$ cat config.mk
export PLATFORM = sky130hd
export DESIGN_NAME = cuc_timecode_byte_parser
export DESIGN_NICKNAME = d
export VERILOG_FILES = /design/src/hdl/cuc_pkg.sv /design/src/hdl/cuc_parse_core.sv /design/src/hdl/cuc_out_buf.sv /design/src/hdl/cuc_timecode_byte_parser.sv
export SDC_FILE = /design/constraint.sdc
export NUM_CORES = 1
export LEC_CHECK = 0
export BUFFER_PORTS_ARGS = -buffer_cell sky130_fd_sc_hd__buf_2
export CORE_MARGIN = 2
export CORE_UTILIZATION = 30
export CTS_CLUSTER_SIZE = 30
export DETAILED_ROUTE_END_ITERATION = 8
export SLEW_MARGIN = 30
export SYNTH_ARGS = -nofsm -noshare
export SYNTH_HDL_FRONTEND = slang
export SYNTH_SLANG_ARGS = --single-unit
$ cat constraint.sdc
create_clock -name clk -period 8.6 [get_ports clk]
set_input_delay 1.72 -clock clk [delete_from_list [all_inputs] [get_ports clk]]
set_output_delay 1.72 -clock clk [all_outputs]
set_load 0.05 [all_outputs]
$ cat src/hdl/cuc_pkg.sv
// Shared types and constants for the CUC time code byte parser.
// Used by all modules under hdl/; no dependencies.
package cuc_pkg;

  // Result status codes
  localparam logic [1:0] ST_MORE = 2'd0;
  localparam logic [1:0] ST_DONE = 2'd1;
  localparam logic [1:0] ST_ERR  = 2'd2;

  // Time code ids
  localparam logic [2:0] TC_LEVEL1 = 3'd1;
  localparam logic [2:0] TC_AGENCY = 3'd2;

  // Configuration register indexes
  localparam logic [1:0] REG_PFIELD     = 2'd0;
  localparam logic [1:0] REG_DEF_TC     = 2'd1;
  localparam logic [1:0] REG_DEF_BASE   = 2'd2;
  localparam logic [1:0] REG_DEF_FRAC   = 2'd3;

  localparam int unsigned CFG_ADDR_W = 2;
  localparam int unsigned CFG_DATA_W = 4;
  localparam int unsigned SECS_W     = 64;
  localparam int unsigned OUT_DATA_W = 72;

  // Seconds between the CCSDS epoch and the DTN epoch
  localparam logic [SECS_W-1:0] EPOCH_OFFSET = 64'd1325376000;

  typedef struct packed {
    logic       pfield_present;
    logic [2:0] default_time_code;
    logic [3:0] default_base_octets;
    logic [3:0] default_frac_octets;
  } cfg_t;

  typedef struct packed {
    logic              seconds_valid;
    logic [SECS_W-1:0] dtn_seconds;
    logic [1:0]        parse_status;
  } result_t;

endpackage

$ cat src/hdl/cuc_parse_core.sv
// Parser state registers and per-octet next-state logic.
// Depends on cuc_pkg.
module cuc_parse_core
  import cuc_pkg::*;
#(
  parameter int unsigned MAX_BASE_OCTETS = 8,
  parameter int unsigned MAX_FRAC_OCTETS = 15
) (
  input  logic       clk,
  input  logic       rst_n,
  input  cfg_t       cfg,
  input  logic       step,
  input  logic [7:0] byte_in,
  input  logic       first_byte,
  output result_t    res
);

  localparam int unsigned ACC_W  = 8 * MAX_BASE_OCTETS;
  localparam int unsigned BASE_W = $clog2(MAX_BASE_OCTETS + 1);
  localparam int unsigned FRAC_W = $clog2(MAX_FRAC_OCTETS + 1);
  localparam int unsigned SUM_W  = 5;
  localparam logic [SUM_W-1:0] MAX_B = SUM_W'(MAX_BASE_OCTETS);
  localparam logic [SUM_W-1:0] MAX_F = SUM_W'(MAX_FRAC_OCTETS);

  typedef enum logic [1:0] {PH_START, PH_PRE, PH_BASE, PH_FRAC} phase_t;

  phase_t            phase_r, phase_nxt, ph_eff, body_ph;
  logic [2:0]        type_r, type_nxt, type_eff, body_tc;
  logic [BASE_W-1:0] btot_r, btot_nxt, btot_eff;
  logic [FRAC_W-1:0] ftot_r, ftot_nxt, ftot_eff;
  logic [BASE_W-1:0] bleft_r, bleft_nxt, bleft_eff, body_bl;
  logic [FRAC_W-1:0] fleft_r, fleft_nxt, fleft_eff, body_fl;
  logic [ACC_W-1:0]  acc_r, acc_nxt, acc_eff;
  logic              do_body;
  logic [1:0]        st;
  logic [SUM_W-1:0]  nb, nf;
  logic [SECS_W-1:0] acc64;

  always_comb begin
    // first_byte restarts the parse before this octet
    ph_eff    = first_byte ? PH_START : phase_r;
    type_eff  = first_byte ? '0 : type_r;
    btot_eff  = first_byte ? '0 : btot_r;
    ftot_eff  = first_byte ? '0 : ftot_r;
    bleft_eff = first_byte ? '0 : bleft_r;
    fleft_eff = first_byte ? '0 : fleft_r;
    acc_eff   = first_byte ? '0 : acc_r;

    phase_nxt = ph_eff;
    type_nxt  = type_eff;
    btot_nxt  = btot_eff;
    ftot_nxt  = ftot_eff;
    bleft_nxt = bleft_eff;
    fleft_nxt = fleft_eff;
    acc_nxt   = acc_eff;
    st        = ST_MORE;
    do_body   = 1'b0;
    body_ph   = ph_eff;
    body_tc   = type_eff;
    body_bl   = bleft_eff;
    body_fl   = fleft_eff;
    nb        = '0;
    nf        = '0;

    case (ph_eff)
      PH_START: begin
        if (cfg.pfield_present) begin
          type_nxt = byte_in[6:4];
          nb = {3'b0, byte_in[3:2]} + SUM_W'(1);
          nf = {3'b0, byte_in[1:0]};
          if (byte_in[6:4] != TC_LEVEL1 && byte_in[6:4] != TC_AGENCY) begin
            st = ST_ERR;
          end else if (nb > MAX_B || nf > MAX_F) begin
            st = ST_ERR;
          end else begin
            btot_nxt = nb[BASE_W-1:0];
            ftot_nxt = nf[FRAC_W-1:0];
            if (byte_in[7]) begin
              phase_nxt = PH_PRE;
            end else begin
              bleft_nxt = nb[BASE_W-1:0];
              fleft_nxt = nf[FRAC_W-1:0];
              phase_nxt = PH_BASE;
            end
          end
        end else begin
          nb = {1'b0, cfg.default_base_octets};
          nf = {1'b0, cfg.default_frac_octets};
          if (cfg.default_time_code != TC_LEVEL1 || nb == '0 || nb > MAX_B || nf > MAX_F) begin
            st = ST_ERR;
          end else begin
            // no preamble: this octet is already the first base octet
            do_body = 1'b1;
            body_ph = PH_BASE;
            body_tc = TC_LEVEL1;
            body_bl = nb[BASE_W-1:0];
            body_fl = nf[FRAC_W-1:0];
            type_nxt = TC_LEVEL1;
            btot_nxt = nb[BASE_W-1:0];
            ftot_nxt = nf[FRAC_W-1:0];
          end
        end
      end
      PH_PRE: begin
        nb = SUM_W'(btot_eff) + {3'b0, byte_in[6:5]};
        nf = SUM_W'(ftot_eff) + {2'b0, byte_in[4:2]};
        if (nb > MAX_B || nf > MAX_F) begin
          st = ST_ERR;
        end else begin
          btot_nxt = nb[BASE_W-1:0];
          ftot_nxt = nf[FRAC_W-1:0];
          if (!byte_in[7]) begin
            bleft_nxt = nb[BASE_W-1:0];
            fleft_nxt = nf[FRAC_W-1:0];
            phase_nxt = PH_BASE;
          end
        end
      end
      default: begin
        do_body = 1'b1;
      end
    endcase

    if (do_body) begin
      phase_nxt = body_ph;
      bleft_nxt = body_bl;
      fleft_nxt = body_fl;
      if (body_tc != TC_LEVEL1) begin
        st = ST_ERR;
      end else if (body_ph == PH_BASE) begin
        acc_nxt   = {acc_eff[ACC_W-9:0], byte_in};
        bleft_nxt = body_bl - BASE_W'(1);
        if (bleft_nxt != '0) begin
          st = ST_MORE;
        end else if (body_fl == '0) begin
          st = ST_DONE;
        end else begin
          phase_nxt = PH_FRAC;
          st = ST_MORE;
        end
      end else begin
        fleft_nxt = body_fl - FRAC_W'(1);
        st = (fleft_nxt == '0) ? ST_DONE : ST_MORE;
      end
    end
  end

  // Epoch subtraction on the updated count
  assign acc64 = SECS_W'(acc_nxt);

  always_comb begin
    res.parse_status  = st;
    res.seconds_valid = 1'b0;
    res.dtn_seconds   = '0;
    if (st == ST_DONE && acc64 >= EPOCH_OFFSET) begin
      res.seconds_valid = 1'b1;
      res.dtn_seconds   = acc64 - EPOCH_OFFSET;
    end
  end

  always_ff @(posedge clk) begin
    if (!rst_n) begin
      phase_r <= PH_START;
      type_r  <= '0;
      btot_r  <= '0;
      ftot_r  <= '0;
      bleft_r <= '0;
      fleft_r <= '0;
      acc_r   <= '0;
    end else if (step) begin
      if (st != ST_MORE) begin
        // done or error: back to start with everything cleared
        phase_r <= PH_START;
        type_r  <= '0;
        btot_r  <= '0;
        ftot_r  <= '0;
        bleft_r <= '0;
        fleft_r <= '0;
        acc_r   <= '0;
      end else begin
        phase_r <= phase_nxt;
        type_r  <= type_nxt;
        btot_r  <= btot_nxt;
        ftot_r  <= ftot_nxt;
        bleft_r <= bleft_nxt;
        fleft_r <= fleft_nxt;
        acc_r   <= acc_nxt;
      end
    end
  end

endmodule

$ cat src/hdl/cuc_out_buf.sv
// Two-entry result register with skid slot between the parser and the output stream.
// Depends on cuc_pkg.
module cuc_out_buf
  import cuc_pkg::*;
(
  input  logic    clk,
  input  logic    rst_n,
  input  logic    push,
  input  result_t push_data,
  output logic    can_push,
  output logic    out_valid,
  input  logic    out_ready,
  output result_t out_data
);

  logic    main_vld_r, skid_vld_r;
  result_t main_r, skid_r;
  logic    pop;

  assign pop       = main_vld_r && out_ready;
  assign can_push  = !skid_vld_r;
  assign out_valid = main_vld_r;
  assign out_data  = main_r;

  always_ff @(posedge clk) begin
    if (!rst_n) begin
      main_vld_r <= 1'b0;
      skid_vld_r <= 1'b0;
    end else if (skid_vld_r) begin
      // no push while the skid slot is full
      if (pop) begin
        main_vld_r <= 1'b1;
        skid_vld_r <= 1'b0;
      end
    end else if (push && main_vld_r && !pop) begin
      skid_vld_r <= 1'b1;
    end else if (push) begin
      main_vld_r <= 1'b1;
    end else if (pop) begin
      main_vld_r <= 1'b0;
    end
  end

  always_ff @(posedge clk) begin
    if (skid_vld_r) begin
      if (pop) begin
        main_r <= skid_r;
      end
    end else if (push && main_vld_r && !pop) begin
      skid_r <= push_data;
    end else if (push) begin
      main_r <= push_data;
    end
  end

endmodule

$ cat src/hdl/cuc_timecode_byte_parser.sv
// Top level of the CUC time code byte parser: config registers, parser core, output buffer.
// Depends on cuc_pkg, cuc_parse_core, cuc_out_buf.
//
//   channel | direction | payload
//   in_     | slave     | tdata[7:0] byte_in; tuser[0] first_byte
//   out_    | master    | tdata[1:0] parse_status, [65:2] dtn_seconds, [66] seconds_valid
//   cfg_    | write     | addr 0..3 selects register, wdata[3:0]
//
// One octet per cycle when ready; every accepted transaction yields exactly one result,
// registered and shown in the cycle after acceptance when the buffer is empty.
// Results sit in a two-entry buffer, so input stalls only when both entries are full.
// Reset (rst_n low, synchronous) returns the parser to start and loads config defaults.
module cuc_timecode_byte_parser
  import cuc_pkg::*;
#(
  parameter int unsigned MAX_BASE_OCTETS = 8,
  parameter int unsigned MAX_FRAC_OCTETS = 15
) (
  input  logic                  clk,
  input  logic                  rst_n,
  input  logic                  in_tvalid,
  output logic                  in_tready,
  input  logic [7:0]            in_tdata,   // [7:0] byte_in
  input  logic                  in_tuser,   // [0] first_byte
  output logic                  out_tvalid,
  input  logic                  out_tready,
  output logic [OUT_DATA_W-1:0] out_tdata,  // [1:0] parse_status, [65:2] dtn_seconds,
                                            // [66] seconds_valid, [71:67] zero
  input  logic                  cfg_we,
  input  logic [CFG_ADDR_W-1:0] cfg_addr,
  input  logic [CFG_DATA_W-1:0] cfg_wdata
);

  cfg_t    cfg_r;
  result_t step_res, buf_res;
  logic    step;

  always_ff @(posedge clk) begin
    if (!rst_n) begin
      cfg_r.pfield_present      <= 1'b1;
      cfg_r.default_time_code   <= TC_LEVEL1;
      cfg_r.default_base_octets <= 4'd4;
      cfg_r.default_frac_octets <= 4'd0;
    end else if (cfg_we) begin
      case (cfg_addr)
        REG_PFIELD:   cfg_r.pfield_present      <= cfg_wdata[0];
        REG_DEF_TC:   cfg_r.default_time_code   <= cfg_wdata[2:0];
        REG_DEF_BASE: cfg_r.default_base_octets <= cfg_wdata[3:0];
        REG_DEF_FRAC: cfg_r.default_frac_octets <= cfg_wdata[3:0];
        default: ;
      endcase
    end
  end

  assign step = in_tvalid && in_tready;

  cuc_parse_core #(
    .MAX_BASE_OCTETS(MAX_BASE_OCTETS),
    .MAX_FRAC_OCTETS(MAX_FRAC_OCTETS)
  ) u_core (
    .clk       (clk),
    .rst_n     (rst_n),
    .cfg       (cfg_r),
    .step      (step),
    .byte_in   (in_tdata),
    .first_byte(in_tuser),
    .res       (step_res)
  );

  cuc_out_buf u_buf (
    .clk      (clk),
    .rst_n    (rst_n),
    .push     (step),
    .push_data(step_res),
    .can_push (in_tready),
    .out_valid(out_tvalid),
    .out_ready(out_tready),
    .out_data (buf_res)
  );

  assign out_tdata = {5'b0, buf_res};

endmodule

[After elaboration in Yosys (flattened, before gate mapping)]
Index checks and enable logic that the tools add are counted.
Cells by class
  equal/unequal tests: 12
  reductions and logical operators: 27
  divide/modulo/power cells: 0
  multiply operators: 0
  mux-type cells: 103
  add/subtract/negate cells: 6
  shifts and indexed selects: 0
  bitwise gates (word level): 1
  $lt $le $gt $ge: 5
Operators with widths (count)
  $mux 64: 5
  $mux 67: 4
  $mux 4: 42
  $mux 65: 1
  $ge 64x31->1 const B: 1
  $sub 64x31->64 const B: 1
  $mux 2: 25
  $pmux 4 s2: 4
  $mux 3: 7
  $gt 5x4->1 const B: 3
  $logic_not 4->1: 3
  $mux 1: 12
  $reduce_and 2->1: 5
  $ne 3x1->1 const B: 3
  $pmux 2 s2: 2
  $sub 4x1->4 const B: 2
  $eq 2x1->1 const B: 3
  $eq 2x2->1 const B: 3
  $logic_and 1x1->1: 6
  $reduce_and 3->1: 2
  $reduce_bool 2->1: 3
  $add 4x2->5: 1
  $add 4x3->5: 1
  $gt 4x4->1 const B: 1
  10 further kinds: 14
Storage, ports and cells
  logic and storage cells: 173
  bits of input ports: 20
  register bits after elaboration: 233
  memory bits (writable): 0
  output and inout port bits: 74
  bits in latches: 0
  bits in read-only memories: 0
  memories: 0

[Logic depth before layout (Yosys ltp)]
Gate-level depths: netlist of the first run.
  depth after elaboration: 18
  gate-level depth with buffers: 22
  gate-level depth less buffers: 16

[By module]
From an unflattened synthesis of the first run, not the netlist that was laid out.
Second synthesis, totals
  cell total of the unflattened synthesis: 1409
  area total of the unflattened synthesis: 13738.2 µm²
By module, submodules not included
  cuc_parse_core: instances 1, cells each 1130, area each 7982.7 µm², seq. area each 1701.6 µm²
  cuc_out_buf: instances 1, cells each 223, area each 5226.3 µm², seq. area each 4063.9 µm²
  cuc_timecode_byte_parser: instances 1, cells each 56, area each 529.3 µm², seq. area each 240.2 µm²

[Worst setup path after synthesis of the first run]
OpenSTA, ideal clock, no wires.
  path kind: input port to flip-flop
  start point: in in_tuser
  end point: reg u_buf.main_r (netlist bit u_buf.out_data[55]), data pin
  stages on the path: 20
  path slack: 2.205 ns
  arrival time: 6.124 ns
  buffers on the path: 8
  data required time: 8.329 ns
  setup time: 0.271 ns
  cell sequence: clkbuf_1 clkbuf_1 clkbuf_1 buf_1 buf_2 buf_1 clkbuf_1 clkbuf_1 a21oi_1 inv_1 ha_1 or3b_2 a21oi_1 or4b_4 a22oi_4 a311oi_2 o21ai_2 or3_1 a21oi_1 o41ai_2
Between the ends
  longest elaborated chain between the ends: 16
  elaborated cells on any way between the ends: 53
  those cells by class: add/sub: 5; order compare: 3; eq/ne: 4; mux: 35; reduce/logical: 6
Ends and longest elaborated chain
  from (decl): line cuc_timecode_byte_parser.sv:24  | input logic in_tuser,
  branches (longest 12 deep; another with $ge 64x31->1)
  $mux 65 (*): line cuc_parse_core.sv:155  | if (st == ST_DONE && acc64 >= EPOCH_OFFSET) begin
  $mux 67 (*): line cuc_out_buf.sv:51  | end else if (push) begin
  $mux 67 (*): line cuc_out_buf.sv:49  | end else if (push && main_vld_r && !pop) begin
  $mux 67 (*): line cuc_out_buf.sv:45  | if (skid_vld_r) begin
  to (signal assigned): line cuc_out_buf.sv:47  | main_r <= skid_r;
  to (signal assigned): line cuc_out_buf.sv:52  | main_r <= push_data;
  to (decl): line cuc_out_buf.sv:17  | result_t main_r, skid_r;
Mark *: on every way between the ends. The select of a mux whose other input is x is not followed.
A chain may end at the register's enable or synchronous reset.

[Worst setup path in the final report of the first run]
  start point: in in_tuser
  end point: reg u_buf.main_r (netlist bit u_buf.out_data[31]), data pin
The elaborated chain is that of the path after synthesis.

==> results.py, run 1 <==
metrics = {
    "clock_tree": {
        "cts_tree": "built",
        "htreeDepth": 1,
        "cts_sinks": 233,
        "hold_buffers": 0,
        "numCtsBuffers": 27,
        "cts-root-to-sink-buffers": 3,
        "cts_resized": 0,
        "root_buffer": "clkbuf_16",
        "clk_pin_slew_ps": 60,
        "insertion_delay_ps": 550,
        "post_cts_buffers": 0,
    },
    "worst_setup_path": {
        "crit_buf_inv": 4,
        "critPathTopFamily": "buffers and inverters",
        "cp-end-kind": "flop",
        "crit_fanout": 68,
        "required_ps": 8850,
        "max_stage_delay_ps": 760,
        "worstSetupStartpointType": "primary input",
        "worstSetupPathType": "in -> reg",
        "cp_common_cell": "buf_4",
        "critical_path_arrival_ps": 6350,
        "cp_cell_sequence": "buf_4 -> nor2b_1 -> and2_1 -> buf_4 -> nor2_4 -> buf_4 -> buf_4 -> o41a_1 -> or2_0 -> o211a_1 -> a31o_4 -> nand2b_1 -> o21ai_0",
        "crit_slowest_cell": "nand2b_1",
    },
    "power": {
        "powerDensity_nw_per_um2": 171,
        "p_total_mw": 2.71,
        "ir_drop_mv": 0.150,
        "power_leakage_nw": 5.66,
    },
    "timing": {
        "fmax_mhz": 164,
        "relSlewSlack": 0.297,
        "fin_crit_ps": 6100,
        "skew_ps": 12.0,
        "setup_tns_ps": 0,
        "hold_viol_final": 0,
        "rsz0062_at_grt": "false",
        "maxSlewViolCount": 0,
        "tightest_slew_ps": 1040,
        "fin_crit_sh": 0.710,
        "setup_viol_count_final": 0,
    },
    "floorplanning": {
        "fp.dieW_um": 222,
        "initial_utilization": 0.305,
        "core_um2": 46800,
        "io_pins": 94,
        "dieArea_um2": 49300,
        "die_h_um": 222,
        "rows": 79,
    },
    "synth": {
        "synth_ff_type": "edfxtp_1",
        "synth_cell_types": 95,
        "synth_seq_area_share": 0.421,
        "avgSynthCellArea_um2": 8.76,
        "synth_edf_count": 134,
        "ys_ff_latch": 233,
        "synth-warning-count": 0,
        "synthCells": 1629,
        "synth_area_um2": 14300,
        "async_reset_ff_frac": 0,
    },
    "run_status": {
        "outcome": "complete, no violations",
    },
    "final_layout": {
        "layout_commonest_cell": "nand2_1",
        "antennaDiodeCount": 0,
        "nets": 1652,
        "final_cell_mix": "nand2_1, nor2_1, edfxtp_1",
        "nFillCells": 4848,
        "multiInputGateArea_um2": 7560,
        "area_growth_pct": 11.3,
        "drive_above_1_share": 0.133,
        "regArea_um2": 6010,
    },
    "routing": {
        "viasPerCell": 5.67,
        "wl_mm": 45.7,
        "firstDrtPassIters": 6,
        "ant_nets": 0,
        "drt_iter0_markers": 1305,
        "routedWlPerCell_um": 20.3,
        "drcViolationCount": 0,
        "vias": 12700,
    },
    "placement": {
        "io_buffers": 88,
        "place_hpwl_mm": 30.9,
        "gp_congestion": 0.913,
    },
    "grt": {
        "antenna_found_initial": 0,
        "track_usage": 0.179,
        "grt_start_max_net_pins": 102,
        "grt_pass1_wl_mm": 71.0,
        "overflow": 0,
        "first_global_vias": 12000,
    },
    "run": {
        "maxCapViolations": 0,
    },
    "min_path": {
        "hold_class": "reg -> reg",
    },
}
==> cell type report <==
class                      instances  share of cell area
tap                              607              0.0479
inverter                          17             0.00402
clock buffer                      34              0.0449
timing repair buffer             110              0.0413
clock inverter                    15             0.00725
sequential                       233               0.379
multi-input combinational       1230               0.476
==> logic make-up after synthesis <==
kind of cell,count (synthesis),synth area share
fa+ha+maj,13,0.0125
buf+inv,170,0.0535
other cells,1,0.000263
xor+xnor,55,0.0338
simple gates,661,0.224
compound gates,445,0.218
flops,233,0.421
mux,51,0.0374
==> synth_stat cells (32+ instances only) <==
cell	n	area share
dfxtp_1	99	0.14
nand2_1	245	0.064
o31ai_1	41	0.022
clkbuf_1	93	0.024
edfxtp_1	134	0.28
a22o_1	34	0.021
a21boi_0	32	0.017
mux2i_1	33	0.023
nor2_1	140	0.037
nor2b_1	37	0.016
nor4_1	32	0.014
nand3_1	53	0.019
o21ai_0	73	0.026
a21oi_1	98	0.034
nor3_1	44	0.015
==> worst min-delay path, delay by kind of cell, from the launching register on <==
kind	cells	cell delay, ps
compound gates	1	70
flops	1	330
simple gates	1	50
==> power by group <==
group / internal (mW) / leakage (nW) / switching (mW) / total (mW)
Combinational: 0.0948 / 3.10 / 0.283 / 0.378
Clock: 0.617 / 0.397 / 0.480 / 1.10
Sequential: 1.21 / 2.16 / 0.0187 / 1.23
==> flip-flops by register name (all words and copies together), names as in the netlist, 4 cells and up <==
register        cells
u_core.ftot_r       4
cfg_r              12
u_core.acc_r       64
u_core.fleft_r      4
u_buf.skid_r       67
u_core.bleft_r      4
u_core.btot_r       4
u_buf.out_data     67
==> metal layers <==
metal / part of all wire / track usage
met2: 0.45 / 0.284
met1: 0.43 / 0.241
met3: 0.077 / 0.0330
met4: 0.037 / 0.0711
met5: 0 / 0
==> final timing paths <==
kind	startpoint	end	slack, ps	cells after the start
worst max-delay path	in_tuser	u_buf.out_data[31]$_DFFE_PP_	2500	13
worst min register to register	u_core.bleft_r[2]$_SDFFE_PN0P_	u_core.bleft_r[2]$_SDFFE_PN0P_	480	2
worst min-delay path	u_core.bleft_r[2]$_SDFFE_PN0P_	u_core.bleft_r[2]$_SDFFE_PN0P_	480	2
worst max register to register	cfg_r[11]$_SDFFE_PN1P_	u_core.acc_r[57]$_SDFFE_PN0P_	3260	15
==> stage by stage <==
stage	util	setup WS, ps	hold WS [ps]	area (um^2)	instances
floorplan	-	2210	417	14300	1633
global placement	0.320	2050	463	15000	2195
detailed placement	0.321	1920	465	15000	2195
CTS	0.338	2540	479	15800	2244
global route	0.339	2140	503	15900	2246
finish	0.339	2500	479	15900	2246
No activity file was read; power rests on OpenSTA's default activity.
==> inputs of run 2 (changes only) <==
--- a/config.mk
+++ b/config.mk
@@ -5,6 +5,7 @@
 export SDC_FILE = /design/constraint.sdc
 export NUM_CORES = 1
 export LEC_CHECK = 0
+export ABC_AREA = 1
 export BUFFER_PORTS_ARGS = -buffer_cell sky130_fd_sc_hd__buf_2
 export CORE_MARGIN = 2
 export CORE_UTILIZATION = 30
==> constraint.sdc (replaced) <==
create_clock -name clk -period 6.1 [get_ports clk]
set_input_delay 1.22 -clock clk [delete_from_list [all_inputs] [get_ports clk]]
set_output_delay 1.22 -clock clk [all_outputs]
set_load 0.05 [all_outputs]
==> results.py, run 2 <==
metrics = {
    "timing": {
        "fin_crit_ps": 4910,
        "hold_viol_final": 0,
        "fin_crit_sh": 0.804,
        "skew_ps": 26.8,
        "rsz0062_at_grt": "false",
        "fmax_mhz": 204,
        "tightest_slew_ps": 948,
        "maxSlewViolCount": 0,
        "relSlewSlack": 0.368,
        "setup_viol_count_final": 0,
        "setup_tns_ps": 0,
    },
    "clock_tree": {
        "cts_sinks": 233,
        "cts_tree": "built",
        "cts-root-to-sink-buffers": 3,
        "root_buffer": "clkbuf_16",
        "cts_resized": 0,
        "insertion_delay_ps": 570,
        "htreeDepth": 1,
        "post_cts_buffers": 0,
        "numCtsBuffers": 27,
        "hold_buffers": 0,
        "clk_pin_slew_ps": 60,
    },
    "floorplanning": {
        "core_um2": 46400,
        "die_h_um": 220,
        "rows": 79,
        "fp.dieW_um": 220,
        "dieArea_um2": 48400,
        "initial_utilization": 0.302,
        "io_pins": 94,
    },
    "run": {
        "maxCapViolations": 0,
    },
    "min_path": {
        "hold_class": "reg -> reg",
        "worstHoldStart": "cfg_r[9]$_SDFFE_PN0P_",
        "whs_path_depth": 2,
    },
    "worst_setup_path": {
        "cp_common_cell": "nand2_1",
        "cp_cell_sequence": "buf_2 -> nor2_4 -> inv_2 -> a21oi_4 -> nand2_4 -> buf_12 -> o21ai_0 -> nand2_1 -> nor2_1 -> nand2_1 -> nor2_1 -> nand2_1 -> nand2_2 -> nor2_4 -> nor2_8 -> nand3_1 -> o21ai_0",
        "critical_path_arrival_ps": 5290,
        "required_ps": 6480,
        "worstSetupPathType": "in -> reg",
        "r2r-start": "u_core.phase_r[1]$_SDFFE_PN0P_",
        "crit_fanout": 42,
        "max_stage_delay_ps": 520,
        "cp-end-kind": "flop",
        "r2r.worst_path.cells": 17,
        "cp-startpoint": "in_tuser",
        "crit_slowest_cell": "o21ai_0",
        "worstSetupStartpointType": "primary input",
    },
    "synth": {
        "synth_area_um2": 14000,
        "synthAdderAreaFrac": 0.0127,
        "synth_top_area_frac": 0.287,
        "synth-compound-area-share": 0.122,
        "synthMuxAreaShare": 0,
        "synthTopCellsByCount": "nand2_1, nor2_1, inv_1, edfxtp_1, a21oi_1",
        "synth_cell_types": 48,
        "synthTopCellsByArea": "edfxtp_1, nand2_1, dfxtp_1",
        "synth_top_family_by_area": "simple AND/OR/NAND/NOR gates",
        "synthCells": 2016,
        "yosysMostFrequentCell": "nand2_1",
        "yosys.area_share.simple": 0.332,
        "synth-warning-count": 0,
        "synth_xor_area_frac": 0.0175,
        "async_reset_ff_frac": 0,
        "synth_edf_count": 134,
        "yosysTopAreaCell": "edfxtp_1",
        "avgSynthCellArea_um2": 6.95,
        "synth_ff_type": "edfxtp_1",
        "ys_ff_latch": 233,
        "synth_seq_area_share": 0.429,
    },
    "routing": {
        "vias": 13300,
        "routedWlPerCell_um": 16.2,
        "wl_mm": 43.9,
        "ant_nets": 0,
        "viasPerCell": 4.89,
        "drcViolationCount": 0,
        "drt_iter0_markers": 1124,
        "firstDrtPassIters": 5,
    },
    "grt": {
        "grt_pass1_wl_mm": 69.4,
        "antenna_found_initial": 0,
        "track_usage": 0.181,
        "grt_start_max_net_pins": 75,
        "overflow": 0,
        "first_global_vias": 12500,
    },
    "placement": {
        "place_hpwl_mm": 33.0,
        "gp_congestion": 0.979,
        "io_buffers": 88,
        "placedInstanceArea_um2": 15100,
    },
    "run_status": {
        "outcome": "complete, no violations",
    },
    "power": {
        "power_leakage_nw": 7.37,
        "powerDensity_nw_per_um2": 258,
        "ir_drop_mv": 0.209,
    },
    "final_layout": {
        "stdcell_area_um2": 16000,
        "drive_above_1_share": 0.0976,
        "area_growth_pct": 14.5,
        "final_cell_mix": "nand2_1, nor2_1, inv_1",
        "antennaDiodeCount": 0,
        "layout_commonest_cell": "nand2_1",
        "nets": 2113,
    },
}
## run 2: cell count changes after synthesis, moves of 40 or more
cell / previous run / this run
nand2_1: 245 / 719
inv_1: 17 / 197
nor2_1: 140 / 226
clkbuf_1: 93 / 47
o21ai_0: 73 / 118
nand3_1: 53 / 94
o31ai_1: 41 / 1
## run 2: area by class of cell
cell class                      count  area, um^2
Fill cell                        4959       30300
Multi-Input combinational cell   1491        6830
Sequential cell                   233        6010
Inverter                          204         766
Tap cell                          607         759
Timing Repair Buffer              123         728
Clock buffer                       28         679
Clock inverter                     22         275
## run 2: metrics by stage
step	setup slack [ps]	total power, mW	cells	hold slack [ps]	utilization
after floorplan	302	2.26	2020	429	-
after global placement	844	2.44	2658	441	0.325
after detailed placement	725	2.44	2658	444	0.325
after CTS	1300	4.19	2708	452	0.346
after global routing	757	4.32	2708	475	0.346
final	1190	4.14	2708	451	0.346
## run 2: path summary, 6_finish.rpt
check                                       to  slack [ps]
hold reg to reg          cfg_r[9]$_SDFFE_PN0P_         450
setup reg to reg  u_buf.out_data[40]$_DFFE_PP_        1830
setup / recovery  u_buf.out_data[40]$_DFFE_PP_        1190
hold / removal           cfg_r[9]$_SDFFE_PN0P_         450
## run 2: power breakdown
part / total (mW) / leakage [nW] / internal [mW] / switching (mW)
combinational: 0.653 / 4.86 / 0.149 / 0.503
sequential: 1.75 / 2.06 / 1.73 / 0.0243
clock: 1.73 / 0.450 / 1.03 / 0.701
total: 4.14 / 7.37 / 2.91 / 1.23
## run 2: per-layer routing
metal | vias to the layer above | GRT usage | part of all wire
met4 | 0 | 0.0532 | 0.028
met5 | - | 0 | 0
met1 | 6137 | 0.252 | 0.46
li1 | 6675 | - | -
met3 | 68 | 0.0204 | 0.053
met2 | 371 | 0.295 | 0.46
## run 2: logic make-up after synthesis
family,count (synthesis)
XOR/XNOR,28
buffers and inverters,296
AND/OR/NAND/NOR,1130
other,1
adder cells (fa/ha/maj),13
AO/OA/AOI/OAI,315
flip-flops,233
## run 2: critical path: cells and delay by family
kind	cells	cell delay, ps
AO/OA/AOI/OAI	3	1210
buffers and inverters	3	770
AND/OR/NAND/NOR	11	2020
